`config.mk`:
```
export PLATFORM = sky130hd
export DESIGN_NAME = button_debounce_press_classifier_top
export DESIGN_NICKNAME = d
export VERILOG_FILES = /design/src/rtl/bdpc_pkg.sv /design/src/rtl/bdpc_cfg.sv /design/src/rtl/bdpc_core.sv /design/src/rtl/button_debounce_press_classifier_top.sv
export SDC_FILE = /design/constraint.sdc
export NUM_CORES = 1
export LEC_CHECK = 0
export ABC_CLOCK_PERIOD_IN_PS = 5100
export BUFFER_PORTS_ARGS = -buffer_cell sky130_fd_sc_hd__buf_4
export CORE_UTILIZATION = 35
export CTS_BUF_LIST = sky130_fd_sc_hd__clkbuf_4 sky130_fd_sc_hd__clkbuf_8
export DETAILED_ROUTE_END_ITERATION = 16
export MAX_ROUTING_LAYER = met4
export PLACE_DENSITY = 0.51
export SLEW_MARGIN = 20
export SYNTH_ARGS = -nofsm -noshare
export SYNTH_HDL_FRONTEND = slang
export SYNTH_SLANG_ARGS = --single-unit
```
`constraint.sdc`:
```
create_clock -name clk -period 5.1 [get_ports clk]
set_clock_uncertainty 0.1 [all_clocks]
set_input_delay 0.51 -clock clk [delete_from_list [all_inputs] [get_ports clk]]
set_output_delay 0.51 -clock clk [all_outputs]
set_load 0.005 [all_outputs]
```
`src/rtl/bdpc_pkg.sv`:
```
// shared types, constants and helpers of the button debounce press classifier
package bdpc_pkg;

	localparam int TIMER_BITS = 16;
	localparam int CFG_W      = 16;
	localparam int CMP_W      = (TIMER_BITS > CFG_W) ? TIMER_BITS : CFG_W;
	localparam int REG_IDX_W  = 2;

	localparam logic [CFG_W-1:0] DEBOUNCE_MS_RST  = CFG_W'(20);
	localparam logic [CFG_W-1:0] SHORT_MAX_MS_RST = CFG_W'(2000);
	localparam logic [CFG_W-1:0] LONG_MIN_MS_RST  = CFG_W'(5000);

	typedef enum logic [REG_IDX_W-1:0] {
		REG_DEBOUNCE_MS  = 2'd0,
		REG_SHORT_MAX_MS = 2'd1,
		REG_LONG_MIN_MS  = 2'd2
	} reg_idx_t;

	typedef enum logic [1:0] {
		EVT_NONE          = 2'd0,
		EVT_SHORT         = 2'd1,
		EVT_LONG_DETECTED = 2'd2,
		EVT_LONG_RELEASED = 2'd3
	} evt_t;

	typedef struct packed {
		logic [CFG_W-1:0] debounce_ms;
		logic [CFG_W-1:0] short_max_ms;
		logic [CFG_W-1:0] long_min_ms;
	} cfg_t;

	typedef struct packed {
		logic                  previous_level;
		logic                  debounce_running;
		logic [TIMER_BITS-1:0] debounce_elapsed;
		logic                  press_pending;
		logic                  release_pending;
		logic                  long_seen;
		logic [TIMER_BITS-1:0] press_elapsed;
	} state_t;

	function automatic logic [TIMER_BITS-1:0] sat_inc(input logic [TIMER_BITS-1:0] v);
		logic [TIMER_BITS-1:0] r;
		if (v == {TIMER_BITS{1'b1}}) begin
			r = v;
		end else begin
			r = TIMER_BITS'(v + 1'b1);
		end
		return r;
	endfunction

endpackage

```
`src/rtl/bdpc_cfg.sv`:
```
// configuration register file of the press classifier
module bdpc_cfg import bdpc_pkg::*; (
	input  logic                 clk,
	input  logic                 arst_n,
	input  logic                 cfg_valid,
	input  logic [REG_IDX_W-1:0] cfg_index,
	input  logic [CFG_W-1:0]     cfg_data,
	output logic                 cfg_ready,
	output cfg_t                 cfg
);

	cfg_t cfg_q;

	assign cfg_ready = 1'b1;
	assign cfg      = cfg_q;

	always_ff @(posedge clk or negedge arst_n) begin
		if (!arst_n) begin
			cfg_q.debounce_ms  <= DEBOUNCE_MS_RST;
			cfg_q.short_max_ms <= SHORT_MAX_MS_RST;
			cfg_q.long_min_ms  <= LONG_MIN_MS_RST;
		end else if (cfg_valid && cfg_ready) begin
			unique case (reg_idx_t'(cfg_index))
				REG_DEBOUNCE_MS:  cfg_q.debounce_ms  <= cfg_data;
				REG_SHORT_MAX_MS: cfg_q.short_max_ms <= cfg_data;
				REG_LONG_MIN_MS:  cfg_q.long_min_ms  <= cfg_data;
				default: ; // unknown index, write dropped
			endcase
		end
	end

endmodule

```
`src/rtl/bdpc_core.sv`:
```
// debounce and press classification state with its combinational next-state logic
module bdpc_core import bdpc_pkg::*; (
	input  logic clk,
	input  logic arst_n,
	input  logic accept,
	input  logic pin_level,
	input  cfg_t cfg,
	output evt_t evt
);

	state_t st_q;
	state_t st_d;
	logic   start;
	logic   fire;

	always_comb begin
		st_d = st_q;
		evt  = EVT_NONE;

		// timers advance first
		if (st_q.debounce_running) begin
			st_d.debounce_elapsed = sat_inc(st_q.debounce_elapsed);
		end
		st_d.press_elapsed = sat_inc(st_q.press_elapsed);

		start = (pin_level != st_q.previous_level) && !st_q.debounce_running;
		if (start) begin
			st_d.debounce_running = 1'b1;
			st_d.debounce_elapsed = '0;
		end
		st_d.previous_level = pin_level;

		fire = st_d.debounce_running &&
			(CMP_W'(st_d.debounce_elapsed) > CMP_W'(cfg.debounce_ms));
		if (fire) begin
			st_d.debounce_running = 1'b0;
			if (!pin_level) begin
				st_d.press_pending = 1'b1;
				st_d.press_elapsed = '0;
			end else begin
				st_d.release_pending = 1'b1;
			end
		end

		if (st_d.press_pending &&
			(CMP_W'(st_d.press_elapsed) > CMP_W'(cfg.long_min_ms))) begin
			st_d.long_seen       = 1'b1;
			st_d.press_pending   = 1'b0;
			st_d.release_pending = 1'b0;
			evt                  = EVT_LONG_DETECTED;
		end

		if (st_d.release_pending) begin
			// middle band clears without an event; above long band stays pending unless a long press was seen
			priority if (CMP_W'(st_d.press_elapsed) < CMP_W'(cfg.short_max_ms)) begin
				st_d.press_pending   = 1'b0;
				st_d.release_pending = 1'b0;
				evt                  = EVT_SHORT;
			end else if (CMP_W'(st_d.press_elapsed) <= CMP_W'(cfg.long_min_ms)) begin
				st_d.press_pending   = 1'b0;
				st_d.release_pending = 1'b0;
			end
			if (st_d.long_seen) begin
				st_d.long_seen       = 1'b0;
				st_d.release_pending = 1'b0;
				evt                  = EVT_LONG_RELEASED;
			end
		end
	end

	always_ff @(posedge clk or negedge arst_n) begin
		if (!arst_n) begin
			st_q.previous_level   <= 1'b1;
			st_q.debounce_running <= 1'b0;
			st_q.debounce_elapsed <= '0;
			st_q.press_pending    <= 1'b0;
			st_q.release_pending  <= 1'b0;
			st_q.long_seen        <= 1'b0;
			st_q.press_elapsed    <= '0;
		end else if (accept) begin
			st_q <= st_d;
		end
	end

endmodule

```
`src/rtl/button_debounce_press_classifier_top.sv`:
```
// Debounces one-millisecond samples of an active-low button pin and classifies each
// press as short, long detected or long released. Every accepted sample yields exactly
// one press_event (0 when nothing happened). One sample per clock: the whole update is
// counter increments and compares into the state registers, and the event lands in an
// output register, so it appears in the cycle after its sample is accepted; a new
// sample is taken every cycle unless that output register is full and stalled.
// Configuration writes are always ready; indexes above the last register are ignored.
module button_debounce_press_classifier_top import bdpc_pkg::*; (
	input  logic                 clk,
	input  logic                 arst_n,
	input  logic                 in_valid,
	output logic                 in_stall,
	input  logic                 pin_level,
	output logic                 out_valid,
	input  logic                 out_stall,
	output logic [1:0]           press_event,
	input  logic                 cfg_valid,
	output logic                 cfg_ready,
	input  logic [REG_IDX_W-1:0] cfg_index,
	input  logic [CFG_W-1:0]     cfg_data
);

	cfg_t       cfg;
	evt_t       evt;
	logic       accept;
	logic       out_valid_q;
	logic [1:0] press_event_q;

	// a new request can enter whenever the result slot is free or being drained
	assign in_stall = out_valid_q && out_stall;
	assign accept   = in_valid && !in_stall;

	bdpc_cfg u_cfg (
		.clk       (clk),
		.arst_n    (arst_n),
		.cfg_valid (cfg_valid),
		.cfg_index (cfg_index),
		.cfg_data  (cfg_data),
		.cfg_ready (cfg_ready),
		.cfg       (cfg)
	);

	bdpc_core u_core (
		.clk       (clk),
		.arst_n    (arst_n),
		.accept    (accept),
		.pin_level (pin_level),
		.cfg       (cfg),
		.evt       (evt)
	);

	always_ff @(posedge clk or negedge arst_n) begin
		if (!arst_n) begin
			out_valid_q <= 1'b0;
		end else if (!in_stall) begin
			out_valid_q <= in_valid;
		end
	end

	always_ff @(posedge clk) begin
		if (accept) begin
			press_event_q <= evt;
		end
	end

	assign out_valid   = out_valid_q;
	assign press_event = press_event_q;

endmodule

```
Yosys cells after proc, flatten, opt, wreduce, memory -nomap -nowiden
Index checks and enable logic that the tools add are counted.
- register bits: 88
- input port bits: 24
- output and inout port bits: 5
- logic and storage cells: 53
- add/sub/neg operators: 2
- order comparisons: 4
- equality and inequality tests: 5
- multiplexer cells: 19
- reduce and logical (&&, ||, !) cells: 11
- operators with widths (kind ; number):
    $mux 16 ; 5
    $add 16x1->16 const B ; 2
    $eq 16x16->1 const B ; 2
    $gt 16x16->1 ; 2
    $mux 17 ; 1
    $le 16x16->1 ; 1
    $lt 16x16->1 ; 1
    $mux 2 ; 8
    $mux 3 ; 2
    $reduce_and 2->1 ; 3
    $logic_and 1x1->1 ; 5
    $mux 1 ; 3
    $eq 2x1->1 const B ; 1
    $eq 2x2->1 const B ; 1
    $logic_not 1->1 ; 2
    $logic_not 2->1 ; 1
    $ne 1x1->1 ; 1

Logic depth before layout (Yosys ltp)
- depth after elaboration: 14
- depth in mapped cells: 25
- mapped depth without buffers: 22

Hierarchy
Synthesis repeated with hierarchy kept, for this count alone.
- cells, all modules: 540
- area, all modules: 5525.3 µm²
- modules (own cells, without submodules) (module ; instances ; cells an instance ; area each (µm²) ; sequential area each (µm²)):
    bdpc_core ; 1 ; 430 ; 3572.2 ; 927.1
    bdpc_cfg ; 1 ; 104 ; 1843.0 ; 1217.4
    button_debounce_press_classifier_top ; 1 ; 6 ; 110.1 ; 85.1

Worst setup path before layout
OpenSTA, ideal clock, no wires.
- path type: reg2reg
- start: register u_core.st_q[25] (netlist bit)
- end: register press_event_q[1], in the netlist press_event[1], data pin
- library setup time: 0.265 ns
- data arrival time: 4.986 ns
- data required time: 4.735 ns
- setup slack: -0.251 ns
- stages on the path, launching flop included: 24
- buffers on the path: 3
- clock period less this slack: 5.351 ns
- cell sequence: dfrtp_1 -> buf_2 -> and3_1 -> nand4_1 -> o41ai_4 -> nor2_1 -> nand3_1 -> xor2_1 -> nor2_1 -> ha_1 -> nand4_1 -> a2111o_1 -> a31oi_1 -> nor3b_4 -> buf_4 -> buf_2 -> nor2_1 -> ha_1 -> a2111oi_0 -> o211ai_1 -> a31oi_1 -> a21bo_2 -> o21ba_2 -> o21bai_1
- RTL lines (element ; RTL line ; text):
    start: declaration ; bdpc_core.sv:11 ; state_t st_q;
    start signal: assignment ; bdpc_core.sv:81 ; st_q <= st_d;
    end signal: assignment ; button_debounce_press_classifier_top.sv:62 ; press_event_q <= evt;
    end: declaration ; button_debounce_press_classifier_top.sv:27 ; logic [1:0] press_event_q;

==> flow_summary_export.csv <==
group,metric,value,unit
run_status,status,"finished, final reports clean",
clock_tree,clkSlewWorstSetupHoldPaths,0.09,ns
setup_path,crit_slowest_cell,"dfrtp_1",
global_routing,grt_pass1_vias,4481,
layout,seq_area,2230,sq um
detailed_routing,drc,0,
yosys,ys_seq_elements,88,
layout,syn2layout_area_growth,28.3,%
setup_path,crit_path_max_incr_delay,0.37,ns
clock_tree,clock-sinks,88,
clock_tree,cts_htree_levels,3,
placed_design,dpl_cell_area,6340,sq um
global_routing,grt.overflow.total,0,
layout,utilization,0.461,
die,floorplan.die.width,127,um
placed_design,io_buffers,27,
global_routing,grt_max_degree,53,
layout,drive_above_1_share,0.340,
detailed_routing,initialDrtViolationCount,161,
timing,max_freq,200,MHz
clock_tree,clockRootBuffer,"clkbuf_8",
setup_path,cp_num_buf_inv,5,
die,start_util,0.359,
layout,nets,741,
clock_tree,clk_latency,0.38,ns
layout,instances_no_fill,884,
yosys,synthArstFlopShare,0.977,
clock_tree,clockBufferDepth,2,
layout,multi_input_area,3280,sq um
timing,hold_viol_final,0,
global_routing,grt_usage,0.194,
run,maxCapViolCount,0,
power,vdd_drop_max,0.000135,V
placed_design,place.gp.congestion,0.881,
setup_path,cp-start-kind,"flip-flop",
yosys,synthCells,575,
timing,fin_crit,5.01,ns
yosys,yosys.area.top_type,"dfrtp_1",
timing,rsz0062_at_grt,"yes",
yosys,seq_area_frac_synth,0.407,
yosys,synth.top_cells.by_count,"dfrtp_1 (72), nand2_1 (59), inv_1 (53)",
setup_path,cp.required,5.13,ns
yosys,syn_avg_cell_area,9.53,sq um
timing,setup_violations,0,
yosys,syn_area,5480,sq um
die,dieArea,16200,sq um
yosys,dominantRegCellSynth,"dfrtp_1",
power,power.density,430,nW/um^2
timing,finalCritPeriodShare,0.981,
setup_path,worstSetupPathType,"flip-flop to flip-flop",
detailed_routing,drt-wirelength-per-cell,16.4,um
yosys,synth_edf_count,2,
power,power_leakage,3.21,nW
layout,n_fill_cell,1440,
detailed_routing,firstDrtPassIters,5,
timing,maxSlewViolCount,0,
power,p_total,3.02,mW
global_routing,antenna_found_initial,0,
die,pin_count,29,
timing,tightest_slew,0.985,ns
layout,diodes,0,
clock_tree,numCtsBuffers,9,
setup_path,critPathTopFamily,"simple AND/OR/NAND/NOR gates",
global_routing,grt_first_pass_wirelength,23.5,mm
yosys,yosys.cell_types.count,56,
detailed_routing,wl,14.5,mm
setup_path,arrival,5.04,ns
detailed_routing,vias_per_cell,5.09,
timing,maxSlewHeadroom,0.341,
die,core-area,15300,sq um
yosys,yosys.area.top_type_share,0.329,
setup_path,cp-end-kind,"flip-flop",
die,rows,45,
timing,whs,0.225,ns
yosys,synth_nets,648,
detailed_routing,antenna_left,0,
layout,final_area,7040,sq um
yosys,yosysMostFrequentCell,"dfrtp_1",
detailed_routing,vias,4498,
yosys,synth_area_leaders,"dfrtp_1 (33%), ha_1 (11%), mux2_2 (8.0%)",
placed_design,dp_cells,849,
placed_design,dp_hpwl,10.6,mm
yosys,synth_warnings,0,
setup_path,cp_max_fo,7,
clock_tree,cts_tree,"yes",
die,die_h,127,um
worst_hold_path,hold_path_class,"input port to flip-flop",
==> cells in the final DEF (no fill, tap or decap), types with 4 or more instances in the layout <==
cell and n:
o31ai_1 21, nand3_2 6, nor2_4 4, xor2_1 14
nand2_1 58, mux2i_1 4, nand4_1 15, dfrtp_1 72
inv_1 52, xnor2_1 6, buf_6 5, dfstp_2 14
a31oi_1 8, mux2_2 39, ha_4 4, o21ai_0 34
nor3_1 4, nor2_1 32, buf_4 96, o21a_1 5
a21oi_1 19, nand3_1 14, ha_1 44, clkbuf_8 11
nand2b_1 5
==> final timing paths <==
| kind | from | end | slack (ns) | cells after the start |
|---|---|---|---|---|
| max | u_core.st_q[26]$_DFFE_PN0P_ | press_event[1]$_DFFE_PP_ | 0.09 | 26 |
| min | in_valid | out_valid$_DFFE_PN0N_ | 0.22 | 2 |
| max reg2reg | u_core.st_q[26]$_DFFE_PN0P_ | press_event[1]$_DFFE_PP_ | 0.09 | 26 |
| min reg2reg | u_core.st_q[36]$_DFFE_PN1P_ | u_core.st_q[36]$_DFFE_PN1P_ | 0.39 | 2 |
| max in group asynchronous | arst_n | u_core.st_q[25]$_DFFE_PN0P_ | 3.34 | 3 |
| min in group asynchronous | arst_n | u_core.st_q[7]$_DFFE_PN0P_ | 0.51 | 2 |
==> what timing repair did <==
item	4_1_cts	5_1_grt
endpoints found under the setup margin	4	5
pin swaps	7	38
hold buffers	1	0
gates cloned	1	0
gates resized for setup	17	49
buffers inserted	5	12
endpoints found under the hold margin	30	0
==> logic make-up after synthesis <==
logic type                 share of synthesized area
DFF                                            0.407
buffers and inverters                         0.0559
and+or+nand+nor                                0.155
AOI/OAI and AO/OA                              0.147
adders and majority gates                      0.112
muxes                                         0.0874
xor gates and xnor gates                      0.0352
other                                       0.000684
==> registers in the layout, indices dropped and copies added (netlist names) <==
register and flops:
u_cfg.cfg 48, u_core.st_q 37, press_event 2, out_valid 1
==> worst reg2reg max path, cell delays in order, from the launching register on <==
cell and delay, ns:
dfrtp_1 0.37, buf_6 0.11, nand3_4 0.08, nor4_4 0.31
nor3b_4 0.27, nand3_2 0.10, a32o_2 0.25, nand2_1 0.05
o21ai_1 0.07, ha_1 0.30, nand4_1 0.22, buf_4 0.23
nor2_4 0.08, a2bb2oi_2 0.06, a31oi_2 0.21, nor3b_4 0.29
buf_6 0.16, buf_16 0.12, a311oi_2 0.05, buf_4 0.19
ha_4 0.26, nand3_1 0.09, nor3_2 0.17, a21oi_1 0.08
a21bo_2 0.22, o21ba_4 0.17, o21bai_1 0.15
==> routing by layer <==
| layer | part of all wire | routed length (um) | global-route usage |
|---|---|---|---|
| met1 | 0.50 | 7250 | 0.263 |
| met2 | 0.46 | 6700 | 0.295 |
| met3 | 0.020 | 294 | 0.0264 |
| met4 | 0.018 | 263 | 0.0721 |
| met5 | 0 | 0 | - |
==> area by class of cell <==
class	instances	area share
Clock buffer	11	0.0215
Timing Repair Buffer	105	0.121
Tap cell	211	0.0375
Inverter	54	0.0288
Clock inverter	5	0.00783
Sequential cell	88	0.317
Multi-Input combinational cell	410	0.467
==> report_power, final <==
part,internal [mW],switching [mW],leakage (nW)
registers,0.879,0.139,1.07
clock network,0.252,0.264,0.103
logic,0.713,0.775,2.04
==> stage by stage <==
step                TNS [ns]  worst slack [ns]
finish                     0            0.0945
global route          -0.594            -0.204
CTS                        0           0.00416
detailed placement    -0.736            -0.267
global placement      -0.360            -0.176
floorplan                  0           0.00973
(Power assumes the default switching activity.)
